### src/rtl/core/fskid_pkg.sv
// Shared types, constants and helper functions for the FSK callsign ID framer.
// Used by every module under rtl/core; depends on nothing else.
`timescale 1ns / 1ps

package fskid_pkg;

    typedef enum logic [1:0] {
        OP_BEGIN = 2'd0,
        OP_CHAR  = 2'd1,
        OP_END   = 2'd2,
        OP_NONE  = 2'd3
    } op_t;

    typedef enum logic [1:0] {
        CMD_CHAR      = 2'd0,
        CMD_LEAD_CHAR = 2'd1,
        CMD_END       = 2'd2
    } cmd_kind_t;

    typedef struct packed {
        cmd_kind_t   kind;
        logic [5:0]  code;
    } cmd_t;

    typedef struct packed {
        logic [11:0] one_hz;
        logic [11:0] zero_hz;
        logic [7:0]  bit_ms;
    } cfg_t;

    typedef struct packed {
        logic full;
        logic empty;
    } q_status_t;

    typedef enum logic [1:0] {
        REG_ONE_TONE  = 2'd0,
        REG_ZERO_TONE = 2'd1,
        REG_BIT_TIME  = 2'd2,
        REG_SPARE     = 2'd3
    } reg_index_t;

    localparam logic [5:0]  HEADER_CODE = 6'h2A;
    localparam logic [5:0]  END_CODE    = 6'h01;
    localparam logic [5:0]  CHAR_OFFSET = 6'h20;

    localparam logic [11:0] HZ_1500     = 12'd1500;
    localparam logic [11:0] HZ_1900     = 12'd1900;
    localparam logic [11:0] HZ_2100     = 12'd2100;
    localparam logic [9:0]  MS_300      = 10'd300;
    localparam logic [9:0]  MS_100      = 10'd100;

    localparam logic [11:0] RST_ONE_HZ  = 12'd1900;
    localparam logic [11:0] RST_ZERO_HZ = 12'd2100;
    localparam logic [7:0]  RST_BIT_MS  = 8'd22;

    localparam logic [3:0]  LEAD_LAST   = 4'd14;
    localparam logic [3:0]  CHAR_LAST   = 4'd5;
    localparam logic [3:0]  END_LAST    = 4'd12;
    localparam logic [3:0]  LEAD_HDR    = 4'd3;
    localparam logic [3:0]  LEAD_CODE   = 4'd9;
    localparam logic [3:0]  END_CHK     = 4'd6;

    function automatic logic [7:0] upper_latin1(input logic [7:0] c);
        logic [7:0] r;
        r = c;
        if (c >= 8'h61 && c <= 8'h7A) begin
            r = c - 8'h20;
        end else if (c >= 8'hE0 && c <= 8'hFE && c != 8'hF7) begin
            r = c - 8'h20;
        end
        return r;
    endfunction

endpackage

### src/rtl/core/fskid_front.sv
// Front end: accepts input words, keeps the frame state and checksum, and turns
// character words and the end word of a non-empty frame into tone commands. Depends on fskid_pkg.
`timescale 1ns / 1ps

module fskid_front (
    input  logic                  aclk,
    input  logic                  aresetn,
    input  logic                  s_tvalid,
    output logic                  s_tready,
    input  logic [1:0]            s_op,
    input  logic [7:0]            s_char,
    input  fskid_pkg::q_status_t  q_status,
    output logic                  q_push,
    output fskid_pkg::cmd_t       q_cmd
);

    logic       has_chars_reg;
    logic       has_chars_next;
    logic [5:0] checksum_reg;
    logic [5:0] checksum_next;
    logic       accept;
    logic       want_push;
    logic [7:0] upper;
    logic [5:0] code;

    assign s_tready = ~q_status.full;
    assign accept   = s_tvalid & s_tready;

    always_comb begin
        upper          = fskid_pkg::upper_latin1(s_char);
        code           = upper[5:0] - fskid_pkg::CHAR_OFFSET;
        has_chars_next = has_chars_reg;
        checksum_next  = checksum_reg;
        want_push      = 1'b0;
        q_cmd.kind     = fskid_pkg::CMD_CHAR;
        q_cmd.code     = code;
        unique case (fskid_pkg::op_t'(s_op))
            fskid_pkg::OP_BEGIN: begin
                has_chars_next = 1'b0;
                checksum_next  = '0;
            end
            fskid_pkg::OP_CHAR: begin
                want_push      = 1'b1;
                q_cmd.kind     = has_chars_reg ? fskid_pkg::CMD_CHAR
                                               : fskid_pkg::CMD_LEAD_CHAR;
                checksum_next  = has_chars_reg ? (checksum_reg ^ code) : code;
                has_chars_next = 1'b1;
            end
            fskid_pkg::OP_END: begin
                want_push      = has_chars_reg;
                q_cmd.kind     = fskid_pkg::CMD_END;
                q_cmd.code     = checksum_reg;
                has_chars_next = 1'b0;
                checksum_next  = '0;
            end
            default: begin
            end
        endcase
    end

    assign q_push = accept & want_push;

    always_ff @(posedge aclk) begin
        if (!aresetn) begin
            has_chars_reg <= 1'b0;
            checksum_reg  <= '0;
        end else if (accept) begin
            has_chars_reg <= has_chars_next;
            checksum_reg  <= checksum_next;
        end
    end

endmodule

### src/rtl/core/fskid_queue.sv
// Two-entry command queue between front and back end.
// Depends on fskid_pkg.
`timescale 1ns / 1ps

module fskid_queue (
    input  logic                  aclk,
    input  logic                  aresetn,
    input  logic                  push,
    input  fskid_pkg::cmd_t       push_cmd,
    input  logic                  pop,
    output fskid_pkg::cmd_t       head,
    output fskid_pkg::q_status_t  status
);

    fskid_pkg::cmd_t mem_reg [2];
    logic            wr_ptr_reg;
    logic            rd_ptr_reg;
    logic [1:0]      count_reg;
    logic [1:0]      count_next;

    assign head         = mem_reg[rd_ptr_reg];
    assign status.full  = (count_reg == 2'd2);
    assign status.empty = (count_reg == 2'd0);

    always_comb begin
        count_next = count_reg;
        if (push && !pop) begin
            count_next = count_reg + 2'd1;
        end else if (pop && !push) begin
            count_next = count_reg - 2'd1;
        end
    end

    always_ff @(posedge aclk) begin
        if (push) begin
            mem_reg[wr_ptr_reg] <= push_cmd;
        end
    end

    always_ff @(posedge aclk) begin
        if (!aresetn) begin
            wr_ptr_reg <= 1'b0;
            rd_ptr_reg <= 1'b0;
            count_reg  <= '0;
        end else begin
            if (push) begin
                wr_ptr_reg <= ~wr_ptr_reg;
            end
            if (pop) begin
                rd_ptr_reg <= ~rd_ptr_reg;
            end
            count_reg <= count_next;
        end
    end

endmodule

### src/rtl/core/fskid_back.sv
// Back end: steps through the tones of the head command, one per cycle while the
// output is not stalled, into a registered output stage. Depends on fskid_pkg.
`timescale 1ns / 1ps

module fskid_back (
    input  logic                  aclk,
    input  logic                  aresetn,
    input  fskid_pkg::cfg_t       cfg,
    input  fskid_pkg::cmd_t       head,
    input  fskid_pkg::q_status_t  q_status,
    output logic                  pop,
    output logic                  m_tvalid,
    input  logic                  m_tready,
    output logic [23:0]           m_tdata,
    output logic                  m_tlast
);

    logic [3:0]  step_reg;
    logic [3:0]  step_next;
    logic        m_tvalid_reg;
    logic        m_tvalid_next;
    logic [11:0] tone_hz_reg;
    logic [9:0]  duration_ms_reg;
    logic        last_reg;
    logic        load;
    logic        last;
    logic        bit_val;
    logic        fixed;
    logic [11:0] fixed_hz;
    logic [9:0]  fixed_ms;
    logic [11:0] tone_hz;
    logic [9:0]  duration_ms;
    logic [3:0]  hdr_idx;
    logic [3:0]  code_idx;
    logic [3:0]  chk_idx;

    assign load = ~q_status.empty & (~m_tvalid_reg | m_tready);

    always_comb begin
        hdr_idx  = step_reg - fskid_pkg::LEAD_HDR;
        code_idx = step_reg - fskid_pkg::LEAD_CODE;
        chk_idx  = step_reg - fskid_pkg::END_CHK;
        fixed    = 1'b0;
        fixed_hz = fskid_pkg::HZ_1900;
        fixed_ms = fskid_pkg::MS_100;
        bit_val  = 1'b0;
        last     = 1'b0;
        unique case (head.kind)
            fskid_pkg::CMD_LEAD_CHAR: begin
                last = (step_reg == fskid_pkg::LEAD_LAST);
                if (step_reg == 4'd0) begin
                    fixed    = 1'b1;
                    fixed_hz = fskid_pkg::HZ_1500;
                    fixed_ms = fskid_pkg::MS_300;
                end else if (step_reg == 4'd1) begin
                    fixed    = 1'b1;
                    fixed_hz = fskid_pkg::HZ_2100;
                end else if (step_reg == 4'd2) begin
                    fixed    = 1'b1;
                    fixed_ms = {2'b00, cfg.bit_ms};
                end else if (step_reg < fskid_pkg::LEAD_CODE) begin
                    bit_val = fskid_pkg::HEADER_CODE[hdr_idx[2:0]];
                end else begin
                    bit_val = head.code[code_idx[2:0]];
                end
            end
            fskid_pkg::CMD_CHAR: begin
                last    = (step_reg == fskid_pkg::CHAR_LAST);
                bit_val = head.code[step_reg[2:0]];
            end
            fskid_pkg::CMD_END: begin
                last = (step_reg == fskid_pkg::END_LAST);
                if (step_reg < fskid_pkg::END_CHK) begin
                    bit_val = fskid_pkg::END_CODE[step_reg[2:0]];
                end else if (step_reg < fskid_pkg::END_LAST) begin
                    bit_val = head.code[chk_idx[2:0]];
                end else begin
                    fixed = 1'b1;
                end
            end
            default: begin
                last = 1'b1;
            end
        endcase
        tone_hz     = fixed ? fixed_hz : (bit_val ? cfg.one_hz : cfg.zero_hz);
        duration_ms = fixed ? fixed_ms : {2'b00, cfg.bit_ms};
    end

    assign pop           = load & last;
    assign step_next     = load ? (last ? 4'd0 : step_reg + 4'd1) : step_reg;
    assign m_tvalid_next = load | (m_tvalid_reg & ~m_tready);

    always_ff @(posedge aclk) begin
        if (!aresetn) begin
            step_reg     <= '0;
            m_tvalid_reg <= 1'b0;
        end else begin
            step_reg     <= step_next;
            m_tvalid_reg <= m_tvalid_next;
        end
    end

    always_ff @(posedge aclk) begin
        if (load) begin
            tone_hz_reg     <= tone_hz;
            duration_ms_reg <= duration_ms;
            last_reg        <= last;
        end
    end

    assign m_tvalid = m_tvalid_reg;
    assign m_tdata  = {2'b00, duration_ms_reg, tone_hz_reg};
    assign m_tlast  = last_reg;

endmodule

### src/rtl/core/fsk_callsign_id_framer_top.sv
// FSK callsign identification framer, top level: register file, front end,
// command queue and tone sequencer. Depends on fskid_pkg and rtl/core modules.
`timescale 1ns / 1ps

// Input words carry an operation in s_tuser (begin, character, end) and a
// Latin-1 character in s_tdata; each result word is one tone (frequency and
// duration) with m_tlast on the final tone caused by an input word. The tone
// sequencer emits one tone per cycle when not stalled; a character word gives 6
// tones, the first character of a frame 15 (leader, header code, character) and
// a closing end word 13; begin words and the end word of an empty frame produce
// no tone. The front end runs ahead of the sequencer by up to two queued words,
// and the sequencer holds while a tone waits on m_tready behind the registered
// output stage. Registers are written over the cfg port (index 0 one
// tone, 1 zero tone, 2 bit time in ms) and must only change while idle.
module fsk_callsign_id_framer_top (
    input  logic        aclk,
    input  logic        aresetn,
    input  logic        s_tvalid,
    output logic        s_tready,
    input  logic [7:0]  s_tdata,   // [7:0] char_code
    input  logic [1:0]  s_tuser,   // [1:0] operation
    output logic        m_tvalid,
    input  logic        m_tready,
    output logic [23:0] m_tdata,   // [11:0] tone_hz, [21:12] duration_ms, [23:22] zero
    output logic        m_tlast,
    input  logic        cfg_valid,
    output logic        cfg_ready,
    input  logic [1:0]  cfg_index,
    input  logic [11:0] cfg_data
);

    fskid_pkg::cfg_t       cfg_reg;
    fskid_pkg::cmd_t       push_cmd;
    fskid_pkg::cmd_t       head;
    fskid_pkg::q_status_t  q_status;
    logic                  q_push;
    logic                  q_pop;

    assign cfg_ready = 1'b1;

    always_ff @(posedge aclk) begin
        if (!aresetn) begin
            cfg_reg.one_hz  <= fskid_pkg::RST_ONE_HZ;
            cfg_reg.zero_hz <= fskid_pkg::RST_ZERO_HZ;
            cfg_reg.bit_ms  <= fskid_pkg::RST_BIT_MS;
        end else if (cfg_valid && cfg_ready) begin
            unique case (fskid_pkg::reg_index_t'(cfg_index))
                fskid_pkg::REG_ONE_TONE:  cfg_reg.one_hz  <= cfg_data;
                fskid_pkg::REG_ZERO_TONE: cfg_reg.zero_hz <= cfg_data;
                fskid_pkg::REG_BIT_TIME:  cfg_reg.bit_ms  <= cfg_data[7:0];
                default: begin
                end
            endcase
        end
    end

    fskid_front u_front (
        .aclk     (aclk),
        .aresetn  (aresetn),
        .s_tvalid (s_tvalid),
        .s_tready (s_tready),
        .s_op     (s_tuser),
        .s_char   (s_tdata),
        .q_status (q_status),
        .q_push   (q_push),
        .q_cmd    (push_cmd)
    );

    fskid_queue u_queue (
        .aclk     (aclk),
        .aresetn  (aresetn),
        .push     (q_push),
        .push_cmd (push_cmd),
        .pop      (q_pop),
        .head     (head),
        .status   (q_status)
    );

    fskid_back u_back (
        .aclk     (aclk),
        .aresetn  (aresetn),
        .cfg      (cfg_reg),
        .head     (head),
        .q_status (q_status),
        .pop      (q_pop),
        .m_tvalid (m_tvalid),
        .m_tready (m_tready),
        .m_tdata  (m_tdata),
        .m_tlast  (m_tlast)
    );

`ifndef SYNTH
    a_no_push_when_full: assert property (@(posedge aclk) disable iff (!aresetn)
        q_push |-> !q_status.full)
        else $error("command pushed into full queue");

    a_no_pop_when_empty: assert property (@(posedge aclk) disable iff (!aresetn)
        q_pop |-> !q_status.empty)
        else $error("command popped from empty queue");

    a_pop_marks_last: assert property (@(posedge aclk) disable iff (!aresetn)
        q_pop |=> (m_tvalid && m_tlast))
        else $error("command retired without a final tone on the output");
`endif

endmodule
### config.mk
export PLATFORM = sky130hd
export DESIGN_NAME = fsk_callsign_id_framer_top
export DESIGN_NICKNAME = d
export VERILOG_FILES = /design/src/rtl/core/fskid_pkg.sv /design/src/rtl/core/fskid_front.sv /design/src/rtl/core/fskid_queue.sv /design/src/rtl/core/fskid_back.sv /design/src/rtl/core/fsk_callsign_id_framer_top.sv
export SDC_FILE = /design/constraint.sdc
export NUM_CORES = 1
export LEC_CHECK = 0
export BUFFER_PORTS_ARGS = -buffer_cell sky130_fd_sc_hd__buf_2
export CORE_UTILIZATION = 58
export CTS_CLUSTER_DIAMETER = 80
export DETAILED_ROUTE_END_ITERATION = 6
export GPL_TIMING_DRIVEN = 0
export PLACE_DENSITY_LB_ADDON = 0.12
export SLEW_MARGIN = 30
export SYNTH_ARGS = -nofsm -noshare
export SYNTH_HDL_FRONTEND = slang
export SYNTH_SLANG_ARGS = --single-unit
### constraint.sdc
create_clock -name aclk -period 3.3 [get_ports aclk]
set_input_delay 0.33 -clock aclk [delete_from_list [all_inputs] [get_ports aclk]]
set_output_delay 0.33 -clock aclk [all_outputs]
set_load 0.1 [all_outputs]
# == Yosys cells after proc, flatten, opt, wreduce, memory -nomap -nowiden ==
# Memories as Yosys holds them, arrays and structs flattened. A register that Yosys moved wholly into a read port is not among the register bits.
# Index checks and enable logic that the tools add are counted.
# word_totals
register_bits,71
wordCells,137
mem_bits_ro,16
memories,3
latchBits,0
mem_bits_rw,16
# mem_list
memory,words,width,rd,rd_ports_with_merged_regs,write_ports,line,text
u_queue.mem_reg,2,8,1,1,1,fskid_queue.sv:15,fskid_pkg::cmd_t mem_reg [2];
(name not given),8,1,1,0,0,fskid_back.sv:62,bit_val = fskid_pkg::HEADER_CODE[hdr_idx[2:0]];
(name not given),8,1,1,1,0,fskid_back.sv:74,bit_val = fskid_pkg::END_CODE[step_reg[2:0]];
# op_classes
shifts,0
mul,0
magnitude_cmp,11
addsub,8
div,0
n_eq_ne,13
n_reduce_logical,21
bitwise_logic,16
mux,50
# op_table
cell,n
two-way mux 12 bit,5
two-way mux 8 bit,4
two-way mux 6 bit,4
two-way mux 1 bit,21
less-than comparator 3 x 4 -> 1 bit (second input constant),4
case mux 6 bit (2 select lines),1
subtractor 6 bit (second input constant),2
AND reduction 2 bit,5
binary-select mux 1 bit (select 3 bit),3
two-way mux 9 bit,1
equality test 2 bit (second input constant),4
equality test 4 bit (second input constant),2
greater-or-equal comparator 8 x 7 -> 1 bit (second input constant),1
greater-or-equal comparator 8 bit (second input constant),1
less-or-equal comparator 8 x 7 -> 1 bit (second input constant),1
less-or-equal comparator 8 bit (second input constant),1
zero test 2 bit,4
less-than comparator 4 bit (second input constant),2
inequality test 8 bit (second input constant),1
NOT 1 bit,8
equality test 2 x 1 -> 1 bit (second input constant),3
two-way mux 3 bit,2
case mux 1 bit (2 select lines),3
case mux 1 bit (3 select lines),2
22 further kinds,34

# == Logic depth before layout (Yosys ltp) ==
# logic_depth
depth_word,10
mapped_depth,12

# == Modules after synthesis ==
# From an unflattened synthesis, not the netlist that was laid out.
# unflattened
cells_unflattened,435
area_unflattened_um2,4620.7
# modules_own_cells
module,cells_each,instances,area_per_inst_um2
fskid_back,189,1,1911.8
fsk_callsign_id_framer_top,134,1,1351.3
fskid_queue,47,1,794.5
fskid_front,65,1,563.0

# == Least setup slack after synthesis ==
# No wires, ideal clock.
# synth_path
kind,register to register
start,"reg u_back.m_tvalid_reg, in the netlist u_back.m_tvalid"
end,reg u_queue.count_reg[1]
setup_time_ps,76
arrival_time_ps,3296
path_slack_ps,-71
t_required_ps,3224
path_stages_with_launch,7
synth_period_minus_slack_ps,3371
path_cell_list,dfxtp_1 > nor2b_1 > nor2_1 > nand2_1 > ha_1 > or3_1 > a21boi_0
# synth_via
elab_chain_cells,7
elab_cells_between_ends,9
# synth_rtl
item,line,text
start: declaration,fskid_back.sv:20,logic m_tvalid_reg;
start signal: assignment,fskid_back.sv:99,m_tvalid_reg <= m_tvalid_next;
NOT 1 bit *,fskid_back.sv:37,assign load = ~q_status.empty & (~m_tvalid_reg | m_tready);
bitwise OR 1 bit *,fskid_back.sv:37,
AND 1 bit *,fskid_back.sv:37,
via u_back.load,fskid_back.sv:25,logic load;
AND 1 bit *,fskid_back.sv:89,assign pop = load & last;
zero test 1 bit,fskid_queue.sv:27,if (push && !pop) begin
logical AND 1 bit,fskid_queue.sv:27,
two-way mux 2 bit or nonzero test 2 bit (tied branches),n/a,
end signal: assignment,fskid_queue.sv:52,count_reg <= count_next;
end: declaration,fskid_queue.sv:18,logic [1:0] count_reg;
# The timed path passes the listed nets; every way through them passes the cells marked *.
# A chain may end at the register's enable or synchronous reset.

# == Final worst setup path ==
# layout_path
start,reg u_back.step_reg[0]
end,reg u_back.tone_hz_reg[8] (data pin)
# layout_via
elab_chain_cells,10
elab_cells_between_ends,35
# layout_rtl
item,line,text
start: declaration,fskid_back.sv:18,logic [3:0] step_reg;
start signal: assignment,fskid_back.sv:98,step_reg <= step_next;
subtractor 3 x 2 -> 3 bit or subtractor 3 x 1 -> 3 bit (tied branches),"fskid_back.sv:40, fskid_back.sv:41",
memory read (8 x 1 bit) or binary-select mux 1 bit (select 3 bit) (tied branches),n/a,
"two-way mux 1 bit, on equally long branches","fskid_back.sv:62, fskid_back.sv:64",
two-way mux 1 bit,fskid_back.sv:61,end else if (step_reg < fskid_pkg::LEAD_CODE) begin
two-way mux 1 bit,fskid_back.sv:58,end else if (step_reg == 4'd2) begin
two-way mux 1 bit,fskid_back.sv:55,end else if (step_reg == 4'd1) begin
two-way mux 1 bit,fskid_back.sv:51,if (step_reg == 4'd0) begin
case mux 1 bit (3 select lines),fskid_back.sv:48,unique case (head.kind)
two-way mux 12 bit,fskid_back.sv:85,tone_hz = fixed ? fixed_hz : (bit_val ? cfg.one_hz : cfg.zero_hz);
two-way mux 12 bit *,fskid_back.sv:85,
via u_back.tone_hz[8],fskid_back.sv:31,logic [11:0] tone_hz;
end signal: assignment,fskid_back.sv:105,tone_hz_reg <= tone_hz;
end: declaration,fskid_back.sv:22,logic [11:0] tone_hz_reg;
# The timed path passes the listed nets; every way through them passes the cells marked *. The select of a mux whose other input is x is not followed.

==> impl_metrics.env <==
export IMPL_hp_start="cfg_data[8]"
export IMPL_rows=31
export IMPL_rrSetupSlack_ns=0.23
export IMPL_synth_seq_cells=88
export IMPL_ys_types=60
export IMPL_cpPeakStageDelay_ns=0.55
export IMPL_largest_register_ff_count=32
export IMPL_wire_per_inst_um=14.7
export IMPL_clockBufferDepth=2
export IMPL_drv_slew=0
export IMPL_firstDrtPassIters=7
export IMPL_cts_buffers=9
export IMPL_min_path_type="input port to flip-flop"
export IMPL_design_die_area_um2=7770
export IMPL_cts_sinks=88
export IMPL_ys_flop_type="dfxtp_1"
export IMPL_postCtsSetupBuffers=0
export IMPL_clk_pin_slew_ns=0.09
export IMPL_grt_max_degree=30
export IMPL_dp_hpwl_mm=6.16
export IMPL_clk_latency_ns=0.36
export IMPL_worst_setup_path_start_kind="flip-flop"
export IMPL_syn2layout_area_growth_pct=14.4
export IMPL_root_buffer="clkbuf_8"
export IMPL_grt_pass1_vias=2877
export IMPL_worst_ep_arrival_time_ns=3.18
export IMPL_routed_via_density=5.49
export IMPL_rsz0062_at_grt="no"
export IMPL_grt_total_usage=0.234
export IMPL_placed_cell_area_um2=4710
export IMPL_ant_nets=0
export IMPL_vdd_ir_drop_max_uv=276
export IMPL_grt_pass1_wl_mm=13.8
export IMPL_finish_utilization=0.683
export IMPL_die_w_um=88.2
export IMPL_numPortBuffers=52
export IMPL_dieHeight_um=88.2
export IMPL_path_buf_inv=2
export IMPL_overflow=0
export IMPL_crit_type="flip-flop to flip-flop"
export IMPL_postLayoutSetupSlackWorst_ns=0.231
export IMPL_num_vias=3171
export IMPL_hold_viol=0
export IMPL_drive_gt1_frac=0.219
export IMPL_p_leak_nw=1.99
export IMPL_syn_inst=409
export IMPL_dr_first_iter_drc_count=144
export IMPL_power_density_nw_per_um2=548
export IMPL_diodes=0
export IMPL_skew_ns=0.0123
export IMPL_h_tree_depth=3
export IMPL_hold_buffers=0
export IMPL_synth_async_sr_flop_share=0
export IMPL_fin_crit_sh=0.930
export IMPL_r2r_start="u_back.step_reg[0]$_SDFFE_PN0P_"
export IMPL_slew_headroom=0.439
export IMPL_post_synth_cell_area_avg_um2=10.5
export IMPL_path_cells="buf_6 -> inv_1 -> ha_1 -> or3_1 -> a221oi_2 -> a311oi_2 -> a41oi_4 -> nor2_2 -> a221o_1"
export IMPL_gp_congestion=0.856
export IMPL_whs_path_depth=3
export IMPL_fmax_ghz=0.326
export IMPL_cts_resized=0
export IMPL_crit_fanout=10
export IMPL_cap_violations=0
export IMPL_ys_warn_count=0
export IMPL_end_kind="flip-flop"
export IMPL_cpLargestDelayFamily="compound AO/OA/AOI/OAI gates"
export IMPL_num_fill_cells=582
export IMPL_route_detailed_drc=0
export IMPL_synth_top_area_share=0.265
export IMPL_yosys_area_top_type="edfxtp_1"
export IMPL_grt_antenna_before_repair=0
export IMPL_final_area_um2=4930
export IMPL_synth_edf_count=38
export IMPL_r2r_end="u_back.tone_hz_reg[8]$_DFFE_PP_"
export IMPL_yosysSeqAreaShare=0.497
export IMPL_worst_pin_slew_ns=0.839
export IMPL_required_ns=3.41
export IMPL_netlist_area_um2=4310
export IMPL_min_period_ns=3.07
export IMPL_cts_tree="done"
export IMPL_dp_slack_ns=0.264
export IMPL_finalSetupTns_ns=0
export IMPL_io_pins=57
export IMPL_drt_total_wl_mm=8.51
export IMPL_r2r_cells=9
export IMPL_ys_top_cells_by_area="edfxtp_1 (26%), dfxtp_1 (23%), nand2_1 (6.6%)"
export IMPL_nNetsFinal=518
export IMPL_finalSetupViolCount=0
export IMPL_slowest_stage="dfxtp_1"
export IMPL_start_util=0.597
export IMPL_core_um2=7210
export IMPL_status="completed"
export IMPL_holdPathEnd="cfg_reg[28]$_SDFFE_PN1P_"
cell usage after synthesis, types with 2 or more instances:
library cell / instances
nand2_1: 76
dfxtp_1: 50
edfxtp_1: 38
nor2_1: 22
inv_1: 19
mux2i_1: 17
ha_1: 15
nor2b_1: 15
a21boi_0: 14
nand3_1: 14
clkbuf_1: 13
o21ai_0: 10
and2_1: 9
a221o_1: 6
a21oi_1: 5
a32oi_1: 5
buf_4: 5
buf_6: 5
xor2_1: 5
mux2_2: 4
mux4_2: 4
nand2b_1: 4
or2b_2: 3
xnor2_1: 3
a221oi_1: 2
a221oi_2: 2
conb_1: 2
mux4_1: 2
nand3b_1: 2
nand4_1: 2
nor2_2: 2
nor3_1: 2
nor4_1: 2
o211ai_1: 2
o21a_1: 2
or3_1: 2
power breakdown:
part           internal, mW  leakage, nW  switching (mW)
Clock                 0.406        0.112           0.413
Combinational         0.175         1.12           0.458
Sequential             1.22        0.754          0.0317
Total                  1.80         1.99           0.903
worst register-to-register path, stage by stage, from the launching register on:
cell,delay (ns)
dfxtp_1,0.55
buf_6,0.20
inv_1,0.06
ha_1,0.25
or3_1,0.38
a221oi_2,0.33
a311oi_2,0.09
a41oi_4,0.43
nor2_2,0.16
a221o_1,0.38
worst max path at each step:
stage                                               start                                 to  slack, ns  cells past startpoint
after floorplan                u_back.m_tvalid$_SDFF_PN0_  u_queue.count_reg[1]$_SDFFE_PN0P_       0.44                      6
after global placement    u_back.step_reg[0]$_SDFFE_PN0P_    u_back.tone_hz_reg[9]$_DFFE_PP_       0.29                      9
after detailed placement  u_back.step_reg[0]$_SDFFE_PN0P_    u_back.tone_hz_reg[9]$_DFFE_PP_       0.26                      9
after CTS                 u_back.step_reg[0]$_SDFFE_PN0P_    u_back.tone_hz_reg[6]$_DFFE_PP_       0.25                      9
after global routing                            flip-flop  u_queue.count_reg[1]$_SDFFE_PN0P_       0.05                     10
final                     u_back.step_reg[0]$_SDFFE_PN0P_    u_back.tone_hz_reg[8]$_DFFE_PP_       0.23                      9
layout make-up:
| class | count | area, µm² | area share |
|---|---|---|---|
| multi-input combinational | 280 | 1950 | 0.396 |
| clock inverter | 6 | 71.3 | 0.0145 |
| timing repair buffer | 52 | 260 | 0.0528 |
| tap | 99 | 124 | 0.0251 |
| buffer | 24 | 156 | 0.0318 |
| clock buffer | 10 | 149 | 0.0302 |
| inverter | 19 | 71.3 | 0.0145 |
| sequential | 88 | 2140 | 0.435 |
cells by family (layout without fill, tap and decap cells):
family | Yosys count | count (layout) | synth area share
other cells | 2 | 4 | 0.00174
compound gates | 62 | 62 | 0.121
flops | 88 | 88 | 0.497
mux | 27 | 27 | 0.0831
buf+inv | 43 | 111 | 0.0529
simple gates | 164 | 164 | 0.184
fa+ha+maj | 15 | 15 | 0.0436
xor+xnor | 8 | 8 | 0.0163
metal layers:
| layer | vias to the layer above | track usage | part of all wire |
|---|---|---|---|
| met5 | - | 0 | 0 |
| met4 | 0 | 0.0865 | 0.013 |
| met3 | 10 | 0.0424 | 0.056 |
| met2 | 96 | 0.374 | 0.47 |
| met1 | 1502 | 0.317 | 0.46 |
| li1 | 1563 | - | - |
layout by cell type (no fill, tap or decap), drive strengths merged, types with 6 or more instances in the layout:
master,count
dfxtp,50
a21boi,14
nor2,24
o21ai,10
nor2b,15
inv,22
buf,62
edfxtp,38
mux2i,17
nand2,76
clkbuf,24
nand3,14
a221o,6
mux4,6
ha,15
and2,11
stage by stage:
| stage | power [mW] | std cells | hold WS (ns) |
|---|---|---|---|
| floorplan | 1.78 | 411 | 0.436 |
| global placement | 1.89 | 562 | 0.446 |
| detailed placement | 1.91 | 562 | 0.456 |
| CTS | 2.70 | 578 | 0.190 |
| global route | 2.79 | 578 | 0.194 |
| finish | 2.70 | 578 | 0.204 |
Note: power is estimated with default switching activity, not from simulation.
